[config.mk]
export PLATFORM = sky130hd
export DESIGN_NAME = merkle_inclusion_proof_verifier_flat
export DESIGN_NICKNAME = d
export VERILOG_FILES = /design/src/mipv_pkg.sv /design/src/mipv_if.sv /design/src/mipv_sm3.sv /design/src/merkle_inclusion_proof_verifier.sv /design/src/flat_wrapper.sv
export SDC_FILE = /design/constraint.sdc
export NUM_CORES = 2
export LEC_CHECK = 0
export BUFFER_PORTS_ARGS = -buffer_cell sky130_fd_sc_hd__buf_4
export CAP_MARGIN = 30
export CORE_MARGIN = 2
export CORE_UTILIZATION = 30
export CTS_CLUSTER_DIAMETER = 80
export DETAILED_ROUTE_END_ITERATION = 10
export HOLD_SLACK_MARGIN = 0.15
export PLACE_DENSITY_LB_ADDON = 0.25
export SLEW_MARGIN = 20
export SYNTH_ARGS = -nofsm -noshare
export SYNTH_HDL_FRONTEND = slang
export SYNTH_SLANG_ARGS = --single-unit
[constraint.sdc]
create_clock -name i_clk -period 59.4 [get_ports i_clk]
set_input_delay 2.97 -clock i_clk [delete_from_list [all_inputs] [get_ports i_clk]]
set_output_delay 2.97 -clock i_clk [all_outputs]
set_load 0.02 [all_outputs]
[src/mipv_pkg.sv]
// Package for the Merkle inclusion proof verifier: SM3 constants and helpers.
// Used by the interfaces, the SM3 core and the top level. No dependencies.
`timescale 1ns / 1ps
package mipv_pkg;

    localparam int unsigned WordW = 64;
    localparam int unsigned IndexBitsDefault = 20;
    localparam int unsigned LeafIdxW = 20;
    localparam int unsigned PaddrW = 5;
    localparam int unsigned MsgBits = 512;
    localparam int unsigned HashBytes = 32;
    localparam int unsigned MsgBytes = HashBytes * 2;

    localparam logic [0:0] REQ_LEAF = 1'b0;
    localparam logic [0:0] REQ_SIB  = 1'b1;

    localparam logic [PaddrW-1:0] ADDR_ROOT0 = 5'd0;
    localparam logic [PaddrW-1:0] ADDR_ROOT1 = 5'd8;
    localparam logic [PaddrW-1:0] ADDR_ROOT2 = 5'd16;
    localparam logic [PaddrW-1:0] ADDR_ROOT3 = 5'd24;

    localparam logic [255:0] SM3_IV = {
        32'h7380166F, 32'h4914B2B9, 32'h172442D7, 32'hDA8A0600,
        32'hA96F30BC, 32'h163138AA, 32'hE38DEE4D, 32'hB0FB0E4E
    };

    // Padding block for a 64-byte message.
    localparam logic [511:0] SM3_PAD_BLOCK = {32'h80000000, 448'd0, 32'(MsgBytes * 8)};

    typedef struct packed {
        logic start;
        logic busy;
        logic done;
    } t_sm3_ctl;

    function automatic logic [31:0] rotl(input logic [31:0] x, input logic [4:0] n);
        logic [63:0] d;
        d = {x, x} << n;
        return d[63:32];
    endfunction

    function automatic logic [31:0] perm0(input logic [31:0] x);
        return x ^ rotl(x, 5'd9) ^ rotl(x, 5'd17);
    endfunction

    function automatic logic [31:0] perm1(input logic [31:0] x);
        return x ^ rotl(x, 5'd15) ^ rotl(x, 5'd23);
    endfunction

endpackage

[src/mipv_if.sv]
// Handshake channels of the Merkle proof verifier: input item and result item.
// Depends on mipv_pkg.
`timescale 1ns / 1ps
interface mipv_in_if;
    logic                          valid;
    logic                          ready;
    logic                          req_type;
    logic [mipv_pkg::WordW-1:0]    data_word;
    logic [1:0]                    word_pos;
    logic [mipv_pkg::LeafIdxW-1:0] leaf_index;
    logic                          last;
    modport source (output valid, req_type, data_word, word_pos, leaf_index, last,
                    input ready);
    modport sink (input valid, req_type, data_word, word_pos, leaf_index, last,
                  output ready);
endinterface

interface mipv_out_if;
    logic valid;
    logic ready;
    logic match;
    modport source (output valid, match, input ready);
    modport sink (input valid, match, output ready);
endinterface

[src/mipv_sm3.sv]
// Iterative SM3 compression core for one 512-bit block, one round per cycle.
// Expands the message schedule on the fly in a 16-word window. Depends on mipv_pkg.
`timescale 1ns / 1ps
module mipv_sm3 (
    input  logic         i_clk,
    input  logic         i_rst_n,
    input  logic         i_start,
    input  logic [255:0] i_v,
    input  logic [511:0] i_block,
    output logic         o_done,
    output logic [255:0] o_v
);

    logic [31:0]  r_w [16];
    logic [31:0]  r_a, r_b, r_c, r_d, r_e, r_f, r_g, r_h;
    logic [255:0] r_v;
    logic [6:0]   r_round;
    logic         r_busy;
    logic         r_done;

    logic [5:0]  k;
    logic [31:0] t_const, ff, gg, ss1, ss2, tt1, tt2, w_new, a12;

    // Round function and next schedule word.
    always_comb begin
        k = r_round[5:0];
        t_const = (k < 6'd16) ? 32'h79CC4519 : 32'h7A879D8A;
        ff = (k < 6'd16) ? (r_a ^ r_b ^ r_c) : ((r_a & r_b) | (r_a & r_c) | (r_b & r_c));
        gg = (k < 6'd16) ? (r_e ^ r_f ^ r_g) : ((r_e & r_f) | (~r_e & r_g));
        a12 = mipv_pkg::rotl(r_a, 5'd12);
        ss1 = mipv_pkg::rotl(a12 + r_e + mipv_pkg::rotl(t_const, k[4:0]), 5'd7);
        ss2 = ss1 ^ a12;
        tt1 = ff + r_d + ss2 + (r_w[0] ^ r_w[4]);
        tt2 = gg + r_h + ss1 + r_w[0];
        w_new = mipv_pkg::perm1(r_w[0] ^ r_w[7] ^ mipv_pkg::rotl(r_w[13], 5'd15))
              ^ mipv_pkg::rotl(r_w[3], 5'd7) ^ r_w[10];
    end

    // Control: round counter and busy flag.
    always_ff @(posedge i_clk) begin
        if (!i_rst_n) begin
            r_busy  <= 1'b0;
            r_round <= 7'd0;
            r_done  <= 1'b0;
        end else begin
            r_done <= 1'b0;
            if (i_start) begin
                r_busy  <= 1'b1;
                r_round <= 7'd0;
            end else if (r_busy) begin
                if (r_round == 7'd63) begin
                    r_busy  <= 1'b0;
                    r_done  <= 1'b1;
                    r_round <= 7'd0;
                end else begin
                    r_round <= r_round + 7'd1;
                end
            end
        end
    end

    // Working registers and schedule window.
    always_ff @(posedge i_clk) begin
        if (i_start) begin
            r_v <= i_v;
            {r_a, r_b, r_c, r_d, r_e, r_f, r_g, r_h} <= i_v;
            for (int i = 0; i < 16; i++) begin
                r_w[i] <= i_block[511 - 32*i -: 32];
            end
        end else if (r_busy) begin
            r_a <= tt1;
            r_b <= r_a;
            r_c <= mipv_pkg::rotl(r_b, 5'd9);
            r_d <= r_c;
            r_e <= mipv_pkg::perm0(tt2);
            r_f <= r_e;
            r_g <= mipv_pkg::rotl(r_f, 5'd19);
            r_h <= r_g;
            for (int i = 0; i < 15; i++) begin
                r_w[i] <= r_w[i+1];
            end
            r_w[15] <= w_new;
        end
    end

    assign o_done = r_done;
    assign o_v    = r_v ^ {r_a, r_b, r_c, r_d, r_e, r_f, r_g, r_h};

`ifndef SYNTHESIS
    a_start_idle: assert property (@(posedge i_clk) disable iff (!i_rst_n)
        i_start |-> !r_busy) else $error("sm3 start while busy");
    a_done_after: assert property (@(posedge i_clk) disable iff (!i_rst_n)
        r_done |-> $past(r_busy) && $past(r_round) == 7'd63) else $error("sm3 done early");
    a_round_idle: assert property (@(posedge i_clk) disable iff (!i_rst_n)
        !r_busy |-> r_round == 7'd0) else $error("sm3 round not cleared");
`endif

endmodule

[src/merkle_inclusion_proof_verifier.sv]
// Top level of the Merkle inclusion proof verifier with SM3 node hashing.
// Depends on mipv_pkg, mipv_if and mipv_sm3.
`timescale 1ns / 1ps
// Usage:
//   Input channel (i_in): one 64-bit hash word per item, with its type (leaf or
//   sibling), position 0..3, the leaf index and a last flag.
//   Output channel (o_out): one match bit per item flagged last.
//   APB port: four 64-bit root words at byte addresses 0, 8, 16 and 24.
// Item handling:
//   A leaf word or a sibling word at positions 0..2 is stored in its register.
//   A sibling word at position 3 starts two SM3 compressions on the shared
//   round core, 64 rounds each; the second block is started as the first
//   ends, and the new hash is then written back. With a single round unit, no
//   new item is taken until the combine is through. Input ready is low
//   throughout the combine.
//   A result is written into an output register; ready returns while it waits,
//   but an item flagged last is held off until the previous result is taken.
// Reset: synchronous, active low; clears the running hash, index, roots and
//   all control. Sibling words are undefined until written.
// Stall: if the receiver holds ready low, the result stays valid and stable.
module merkle_inclusion_proof_verifier #(
    parameter int unsigned INDEX_BITS = mipv_pkg::IndexBitsDefault
) (
    input  logic                        i_clk,
    input  logic                        i_rst_n,
    mipv_in_if.sink                     i_in,
    mipv_out_if.source                  o_out,
    input  logic                        psel,
    input  logic                        penable,
    input  logic                        pwrite,
    input  logic [mipv_pkg::PaddrW-1:0] paddr,
    input  logic [63:0]                 pwdata,
    output logic [63:0]                 prdata,
    output logic                        pready
);

    localparam logic [1:0] ST_IDLE  = 2'd0;
    localparam logic [1:0] ST_BLK1  = 2'd1;
    localparam logic [1:0] ST_BLK2  = 2'd2;

    // The leaf index keeps only its low INDEX_BITS bits.
    localparam logic [63:0] IdxMask = (64'd1 << INDEX_BITS) - 64'd1;

    logic [1:0]                    r_state;
    logic [63:0]                   r_root [4];
    logic [63:0]                   r_hash [4];
    logic [63:0]                   r_sib  [4];
    logic [mipv_pkg::LeafIdxW-1:0] r_idx;
    logic                          r_last_pend;
    logic                          r_out_valid;
    logic                          r_match;

    logic         in_fire, sm3_start, sm3_done;
    logic [255:0] sm3_v_in, sm3_v_out, cur_hash, sib_hash;
    logic [511:0] sm3_block;
    logic         eq;
    logic         wr_en;

    assign cur_hash = {r_hash[0], r_hash[1], r_hash[2], r_hash[3]};
    assign sib_hash = {r_sib[0], r_sib[1], r_sib[2], r_sib[3]};

    // Ready: idle, and a last item may not overrun a waiting result.
    assign i_in.ready = (r_state == ST_IDLE) && !(i_in.last && r_out_valid);
    assign in_fire    = i_in.valid && i_in.ready;

    // SM3 core hookup: first block is the node pair, second is padding.
    always_comb begin
        sm3_start = 1'b0;
        sm3_v_in  = mipv_pkg::SM3_IV;
        sm3_block = r_idx[0] ? {sib_hash, cur_hash} : {cur_hash, sib_hash};
        if (r_state == ST_BLK1 && sm3_done) begin
            sm3_start = 1'b1;
            sm3_v_in  = sm3_v_out;
            sm3_block = mipv_pkg::SM3_PAD_BLOCK;
        end else if (in_fire && i_in.req_type == mipv_pkg::REQ_SIB
                     && i_in.word_pos == 2'd3) begin
            sm3_start = 1'b1;
            // Sibling word 3 is not yet in r_sib: bypass it.
            if (r_idx[0]) begin
                sm3_block = {r_sib[0], r_sib[1], r_sib[2], i_in.data_word, cur_hash};
            end else begin
                sm3_block = {cur_hash, r_sib[0], r_sib[1], r_sib[2], i_in.data_word};
            end
        end
    end

    mipv_sm3 u_sm3 (
        .i_clk   (i_clk),
        .i_rst_n (i_rst_n),
        .i_start (sm3_start),
        .i_v     (sm3_v_in),
        .i_block (sm3_block),
        .o_done  (sm3_done),
        .o_v     (sm3_v_out)
    );

    // Sequencer for leaf loads, combines and the final compare.
    always_ff @(posedge i_clk) begin
        if (!i_rst_n) begin
            r_state     <= ST_IDLE;
            r_idx       <= '0;
            r_last_pend <= 1'b0;
            r_out_valid <= 1'b0;
            for (int i = 0; i < 4; i++) begin
                r_hash[i] <= '0;
            end
        end else begin
            if (o_out.valid && o_out.ready) begin
                r_out_valid <= 1'b0;
            end
            unique case (r_state)
                ST_IDLE: begin
                    if (in_fire) begin
                        if (i_in.req_type == mipv_pkg::REQ_LEAF) begin
                            r_hash[i_in.word_pos] <= i_in.data_word;
                            r_idx <= i_in.leaf_index & IdxMask[mipv_pkg::LeafIdxW-1:0];
                        end else begin
                            r_sib[i_in.word_pos] <= i_in.data_word;
                        end
                        if (sm3_start) begin
                            r_state     <= ST_BLK1;
                            r_last_pend <= i_in.last;
                        end else if (i_in.last) begin
                            r_out_valid <= 1'b1;
                            r_match <= (i_in.req_type == mipv_pkg::REQ_LEAF) ?
                                ({r_hash[0] ^ ((i_in.word_pos == 2'd0) ? (r_hash[0]
                                  ^ i_in.data_word) : 64'd0),
                                  r_hash[1] ^ ((i_in.word_pos == 2'd1) ? (r_hash[1]
                                  ^ i_in.data_word) : 64'd0),
                                  r_hash[2] ^ ((i_in.word_pos == 2'd2) ? (r_hash[2]
                                  ^ i_in.data_word) : 64'd0),
                                  r_hash[3] ^ ((i_in.word_pos == 2'd3) ? (r_hash[3]
                                  ^ i_in.data_word) : 64'd0)}
                                 == {r_root[0], r_root[1], r_root[2], r_root[3]})
                                : eq;
                        end
                    end
                end
                ST_BLK1: begin
                    if (sm3_done) begin
                        r_state <= ST_BLK2;
                    end
                end
                ST_BLK2: begin
                    if (sm3_done) begin
                        for (int i = 0; i < 4; i++) begin
                            r_hash[i] <= sm3_v_out[255 - 64*i -: 64];
                        end
                        r_idx   <= r_idx >> 1;
                        r_state <= ST_IDLE;
                        if (r_last_pend) begin
                            r_out_valid <= 1'b1;
                            r_match <= (sm3_v_out ==
                                {r_root[0], r_root[1], r_root[2], r_root[3]});
                        end
                    end
                end
                default: r_state <= ST_IDLE;
            endcase
        end
    end

    assign eq = (cur_hash == {r_root[0], r_root[1], r_root[2], r_root[3]});

    assign o_out.valid = r_out_valid;
    assign o_out.match = r_match;

    // APB register file for the root words.
    assign pready = 1'b1;
    assign wr_en  = psel && penable && pwrite;

    always_ff @(posedge i_clk) begin
        if (!i_rst_n) begin
            for (int i = 0; i < 4; i++) begin
                r_root[i] <= '0;
            end
        end else if (wr_en) begin
            unique case (paddr)
                mipv_pkg::ADDR_ROOT0: r_root[0] <= pwdata;
                mipv_pkg::ADDR_ROOT1: r_root[1] <= pwdata;
                mipv_pkg::ADDR_ROOT2: r_root[2] <= pwdata;
                mipv_pkg::ADDR_ROOT3: r_root[3] <= pwdata;
                default: ;
            endcase
        end
    end

    always_comb begin
        unique case (paddr)
            mipv_pkg::ADDR_ROOT0: prdata = r_root[0];
            mipv_pkg::ADDR_ROOT1: prdata = r_root[1];
            mipv_pkg::ADDR_ROOT2: prdata = r_root[2];
            mipv_pkg::ADDR_ROOT3: prdata = r_root[3];
            default:              prdata = 64'd0;
        endcase
    end

`ifndef SYNTHESIS
    a_busy_not_ready: assert property (@(posedge i_clk) disable iff (!i_rst_n)
        r_state != ST_IDLE |-> !i_in.ready) else $error("ready during combine");
    a_done_in_combine: assert property (@(posedge i_clk) disable iff (!i_rst_n)
        sm3_done |-> r_state == ST_BLK1 || r_state == ST_BLK2)
        else $error("sm3 done outside combine");
    a_idx_halves: assert property (@(posedge i_clk) disable iff (!i_rst_n)
        r_state == ST_BLK2 && sm3_done |=> r_idx == ($past(r_idx) >> 1))
        else $error("index not halved");
    a_result_hold: assert property (@(posedge i_clk) disable iff (!i_rst_n)
        r_out_valid && !o_out.ready |=> r_out_valid && $stable(r_match))
        else $error("result lost under stall");
`endif

endmodule
[src/flat_wrapper.sv]
// flat-port wrapper written by rule: the top's interface ports become plain ports
module merkle_inclusion_proof_verifier_flat 
#(
    parameter int unsigned INDEX_BITS = mipv_pkg::IndexBitsDefault
)
  (i_clk, i_rst_n, psel, penable, pwrite, paddr, pwdata, prdata, pready, i_in_valid, i_in_req_type, i_in_data_word, i_in_word_pos, i_in_leaf_index, i_in_last, i_in_ready, o_out_valid, o_out_match, o_out_ready);
  mipv_in_if i_in_i ();
  mipv_out_if o_out_i ();
  input  logic i_clk;
  input  logic i_rst_n;
  input  logic psel;
  input  logic penable;
  input  logic pwrite;
  input  logic [mipv_pkg::PaddrW-1:0] paddr;
  input  logic [63:0] pwdata;
  output logic [63:0] prdata;
  output logic pready;
  input wire logic [$bits(i_in_i.valid)-1:0] i_in_valid;
  input wire logic [$bits(i_in_i.req_type)-1:0] i_in_req_type;
  input wire logic [$bits(i_in_i.data_word)-1:0] i_in_data_word;
  input wire logic [$bits(i_in_i.word_pos)-1:0] i_in_word_pos;
  input wire logic [$bits(i_in_i.leaf_index)-1:0] i_in_leaf_index;
  input wire logic [$bits(i_in_i.last)-1:0] i_in_last;
  output wire logic [$bits(i_in_i.ready)-1:0] i_in_ready;
  output wire logic [$bits(o_out_i.valid)-1:0] o_out_valid;
  output wire logic [$bits(o_out_i.match)-1:0] o_out_match;
  input wire logic [$bits(o_out_i.ready)-1:0] o_out_ready;
  assign i_in_i.valid = i_in_valid;
  assign i_in_i.req_type = i_in_req_type;
  assign i_in_i.data_word = i_in_data_word;
  assign i_in_i.word_pos = i_in_word_pos;
  assign i_in_i.leaf_index = i_in_leaf_index;
  assign i_in_i.last = i_in_last;
  assign i_in_ready = i_in_i.ready;
  assign o_out_valid = o_out_i.valid;
  assign o_out_match = o_out_i.match;
  assign o_out_i.ready = o_out_ready;
  merkle_inclusion_proof_verifier #(.INDEX_BITS(INDEX_BITS)) u_core (.i_clk(i_clk), .i_rst_n(i_rst_n), .i_in(i_in_i), .o_out(o_out_i), .psel(psel), .penable(penable), .pwrite(pwrite), .paddr(paddr), .pwdata(pwdata), .prdata(prdata), .pready(pready));
endmodule
==> parameters.txt <==
Parameter                              Value

Logic synthesis
  Post-synth cell types    97
  Mux share of post-synthesis cell area    6.73%
  Adder and majority gate portion of the synthesized area    4.90%
  Post-Syn Area per Cell    11.4 µm²
  Sequential fraction of the synthesis area    53.4%
  Top cell type's share of synthesized area    52.8%
  Flip-flop and latch count after synthesis    1826
  Dominant combinational cell family by area after synthesis    compound AO/OA/AOI/OAI gates
  Number of enable flip-flop cells after synthesis    1793
  Share of flip-flops with an asynchronous set or reset after synthesis    0%
  Total nets after synthesis    9405
  Post-Syn Instances    8954
  Synth area leaders    sky130_fd_sc_hd__edfxtp_1 (53%), sky130_fd_sc_hd__xnor2_1 (6.1%), sky130_fd_sc_hd__mux2i_1 (5.6%)
  Cell type with the largest total area after synthesis    sky130_fd_sc_hd__edfxtp_1
  Simple-gate share of the synthesized area    10.3%
  Most used flip-flop cell after synthesis    sky130_fd_sc_hd__edfxtp_1
  Combined area of all synthesized cells    0.102 mm²
  Xor-xnor portion of the synthesized cell area    8.06%
  YS warnings    0
  Synth Area in Compound Gates    13.2%

Die
  Die outline height    587 µm
  Placeable core region    0.339 mm²
  IO Pins    232
  Number of core rows    214
  Initial Util    30.1%
  Area of the die    0.345 mm²
  Die span in x    587 µm

CTS
  CTS clock-pin slew for the worst setup and hold paths    0.06 ns
  Clock tree from TritonCTS    built
  Worst-case clock buffer depth    4
  Clock Root Buffer    sky130_fd_sc_hd__clkbuf_16
  Hold-fix buffer count after cts    0
  Number of buffers created by CTS    220
  CTS resizes    0
  Count of H-tree levels built during CTS    4
  Postcts setup bufs    0
  TritonCTS sink count    1826
  Clock network latency to the later pin of the worst-skew pair    0.97 ns

Drt
  Avg WL per Cell    39.4 µm
  Final routed DRC violation total    0
  First-pass iteration count of the detailed router    8
  Detailed Route WL    546000 µm
  ANT nets after route    0
  Routed via count divided by cell count    5.79
  1st-iter DRT viols    12400
  Total number of vias    80200

Timing
  RSZ-0062 raised after global routing    false
  FMAX    84.3 MHz
  Setup-violating endpoint count in the final report    0
  Setup TNS    0 ns
  Clock period minus final worst setup slack    11.86 ns
  Worst slew margin relative to its limit    18.6%
  Clk_skew    0.0870 ns
  Transition time of the tightest slew-check pin    1.22 ns
  Setup slack of the critical path after layout    47.54 ns
  Final Hold Viols    0
  Tcrit/Tclk final    20.0%
  Final slew viol count    0

Worst setup path
  Data required, critical path    60.05 ns
  Most Frequent Cell on Critical Path    sky130_fd_sc_hd__fa_1
  Worst setup path startpoint    u_core.u_sm3.r_round[4]
  Nature of the critical path startpoint    register
  CP arrival    12.51 ns
  Worst path max stage delay    0.79 ns
  CP endpoint kind    register
  Critical path start-end classification    register to register
  Cell at the slowest stage of the critical path    sky130_fd_sc_hd__o221ai_1
  Startpoint of the worst-slack reg-to-reg timing path    u_core.u_sm3.r_round[4]
  Highest net fanout along the worst path    43

Placement
  Detailed Place HPWL    413000 µm
  Number of I/O port buffers    230
  Placer's final routability congestion estimate    1.03
  Area post-placement    0.110 mm²
  Worst setup slack after placement    47.46 ns

Global route
  Vias in the first global route    73200
  Overall Global Routing Usage    30.7%
  Wire length of the first global-routing pass    711000 µm
  Largest net degree at the start of global routing    145
  Number of antenna violations at the first check in global routing    61
  Overflow left after global routing    0

Min path
  Worst hold-check path type    register to register
  Origin of the worst min-delay path    u_core.u_sm3.r_round[6]

Cells and area
  Layout area overhead    15.5%
  Filler cell count in the final layout    33800
  Nets@finish    9567
  Summed area of non-filler cells in the final layout    0.118 mm²
  Fraction of layout instances using a drive strength above 1    12.4%
  Final design utilization    34.7%

Run status
  Result of the run    finished, final reports clean

Run
  Max-capacitance violation count    0
## metrics by stage
stage / cells / hold WS [ns]
after global routing: 13800 / 0.512
after global placement: 13400 / 0.456
final: 13900 / 0.472
after detailed placement: 13400 / 0.460
after CTS: 13800 / 0.472
after floorplan: 8954 / 0.436
## layout by cell type (no fill, tap or decap), types with 20 or more instances in the layout
cell type,netlist,layout
sky130_fd_sc_hd__nand2b_1,23,20
sky130_fd_sc_hd__clkbuf_1,525,37
sky130_fd_sc_hd__nor4_1,33,32
sky130_fd_sc_hd__mux2i_1,568,568
sky130_fd_sc_hd__ha_1,99,99
sky130_fd_sc_hd__o21a_1,110,110
sky130_fd_sc_hd__nand3_1,216,215
sky130_fd_sc_hd__a21oi_1,363,305
sky130_fd_sc_hd__a22o_1,65,65
sky130_fd_sc_hd__a21o_1,141,141
sky130_fd_sc_hd__xor2_1,206,205
sky130_fd_sc_hd__fa_1,188,188
sky130_fd_sc_hd__nor2_1,411,400
sky130_fd_sc_hd__o211ai_1,36,36
sky130_fd_sc_hd__nand2_1,978,978
sky130_fd_sc_hd__nor2b_1,185,184
sky130_fd_sc_hd__o22ai_1,74,74
sky130_fd_sc_hd__inv_1,230,228
sky130_fd_sc_hd__nand4_1,56,56
sky130_fd_sc_hd__o31ai_1,264,262
sky130_fd_sc_hd__edfxtp_1,1793,1793
sky130_fd_sc_hd__xnor2_1,715,701
sky130_fd_sc_hd__a22oi_1,67,67
sky130_fd_sc_hd__o21ai_0,560,554
sky130_fd_sc_hd__nand3b_1,29,29
sky130_fd_sc_hd__and2_1,264,263
sky130_fd_sc_hd__clkinv_1,2,50
sky130_fd_sc_hd__buf_4,6,542
sky130_fd_sc_hd__clkbuf_16,0,220
sky130_fd_sc_hd__a211oi_1,187,187
sky130_fd_sc_hd__dfxtp_1,33,30
sky130_fd_sc_hd__o211a_1,21,21
sky130_fd_sc_hd__a31oi_1,81,81
sky130_fd_sc_hd__mux2_2,95,95
sky130_fd_sc_hd__nor3_1,34,30
sky130_fd_sc_hd__a21oi_2,2,60
sky130_fd_sc_hd__clkinv_2,0,43
sky130_fd_sc_hd__a21boi_0,34,34
## logic make-up (layout without fill, tap and decap cells)
family | Yosys count | count (layout)
AO/OA/AOI/OAI | 2089 | 2089
XOR/XNOR | 929 | 929
adder cells (fa/ha/maj) | 287 | 287
buffers and inverters | 880 | 1222
flip-flops | 1826 | 1826
multiplexers | 672 | 672
other | 1 | 19
AND/OR/NAND/NOR | 2270 | 2270
## synth_stat cells, drive strengths merged, types with 67 or more instances
cell and instances:
nand2 978, a21o 142, o31ai 264, buf 119, xnor2 719, mux2i 568, clkbuf 526, a211oi 187
and2 264, ha 99, o21ai 565, fa 188, xor2 206, mux2 103, a21oi 365, edfxtp 1793
a31oi 81, nor2 411, o22ai 74, a22oi 67, o21a 110, nor2b 185, inv 230, nand3 216
## layer usage
layer / GRT usage (%) / vias up / wire length [µm]
met3: 7.77 / 696 / 60100
met4: 12.4 / 40 / 26100
met1: 44.6 / 41700 / 236000
met5: 0 / - / 284
li1: - / 32800 / -
met2: 43.1 / 4964 / 223000
## critical path: cells and delay by family (launching register included)
kind	cells	cell delay (ns)
compound gates	17	5.21
xor+xnor	2	0.36
fa+ha+maj	7	3.14
buf+inv	6	1.65
flops	1	0.31
mux	1	0.13
simple gates	5	0.74
## final timing paths
check | slack (ns) | endpoint | cells past startpoint
worst max-delay path | 47.54 | u_core.u_sm3.r_a[30] | 38
worst min-delay path | 0.47 | u_core.u_sm3.r_round[6] | 2
worst max register to register | 47.54 | u_core.u_sm3.r_a[30] | 38
worst min register to register | 0.47 | u_core.u_sm3.r_round[6] | 2
## state kept, by name (all words and copies together) (netlist names)
register              count
u_core.o_out.match        1
u_core.o_out.valid        1
u_core.r_hash           256
u_core.r_idx             20
u_core.r_last_pend        1
u_core.r_root           256
u_core.r_sib            256
u_core.r_state            2
u_core.u_sm3.o_done       1
u_core.u_sm3.r_a         32
u_core.u_sm3.r_b         32
u_core.u_sm3.r_busy       1
u_core.u_sm3.r_c         32
u_core.u_sm3.r_d         32
u_core.u_sm3.r_e         32
u_core.u_sm3.r_f         32
u_core.u_sm3.r_g         32
u_core.u_sm3.r_h         32
u_core.u_sm3.r_round      7
u_core.u_sm3.r_v        256
u_core.u_sm3.r_w        512
## final cells by class
type | count | area (µm²) | area share, %
flip-flops and latches | 1826 | 54500 | 46.3
multi-input cells | 6248 | 44700 | 38.0
well taps | 4536 | 5680 | 4.82
clock buffers | 258 | 5660 | 4.80
repair buffers | 588 | 4890 | 4.15
clock inverters | 144 | 1450 | 1.23
inverters | 232 | 881 | 0.748
diodes | 18 | 45.0 | 0.0382
Power is not shown: default switching activity piles up to over one toggle a cycle in this logic, so the estimate is an artifact.
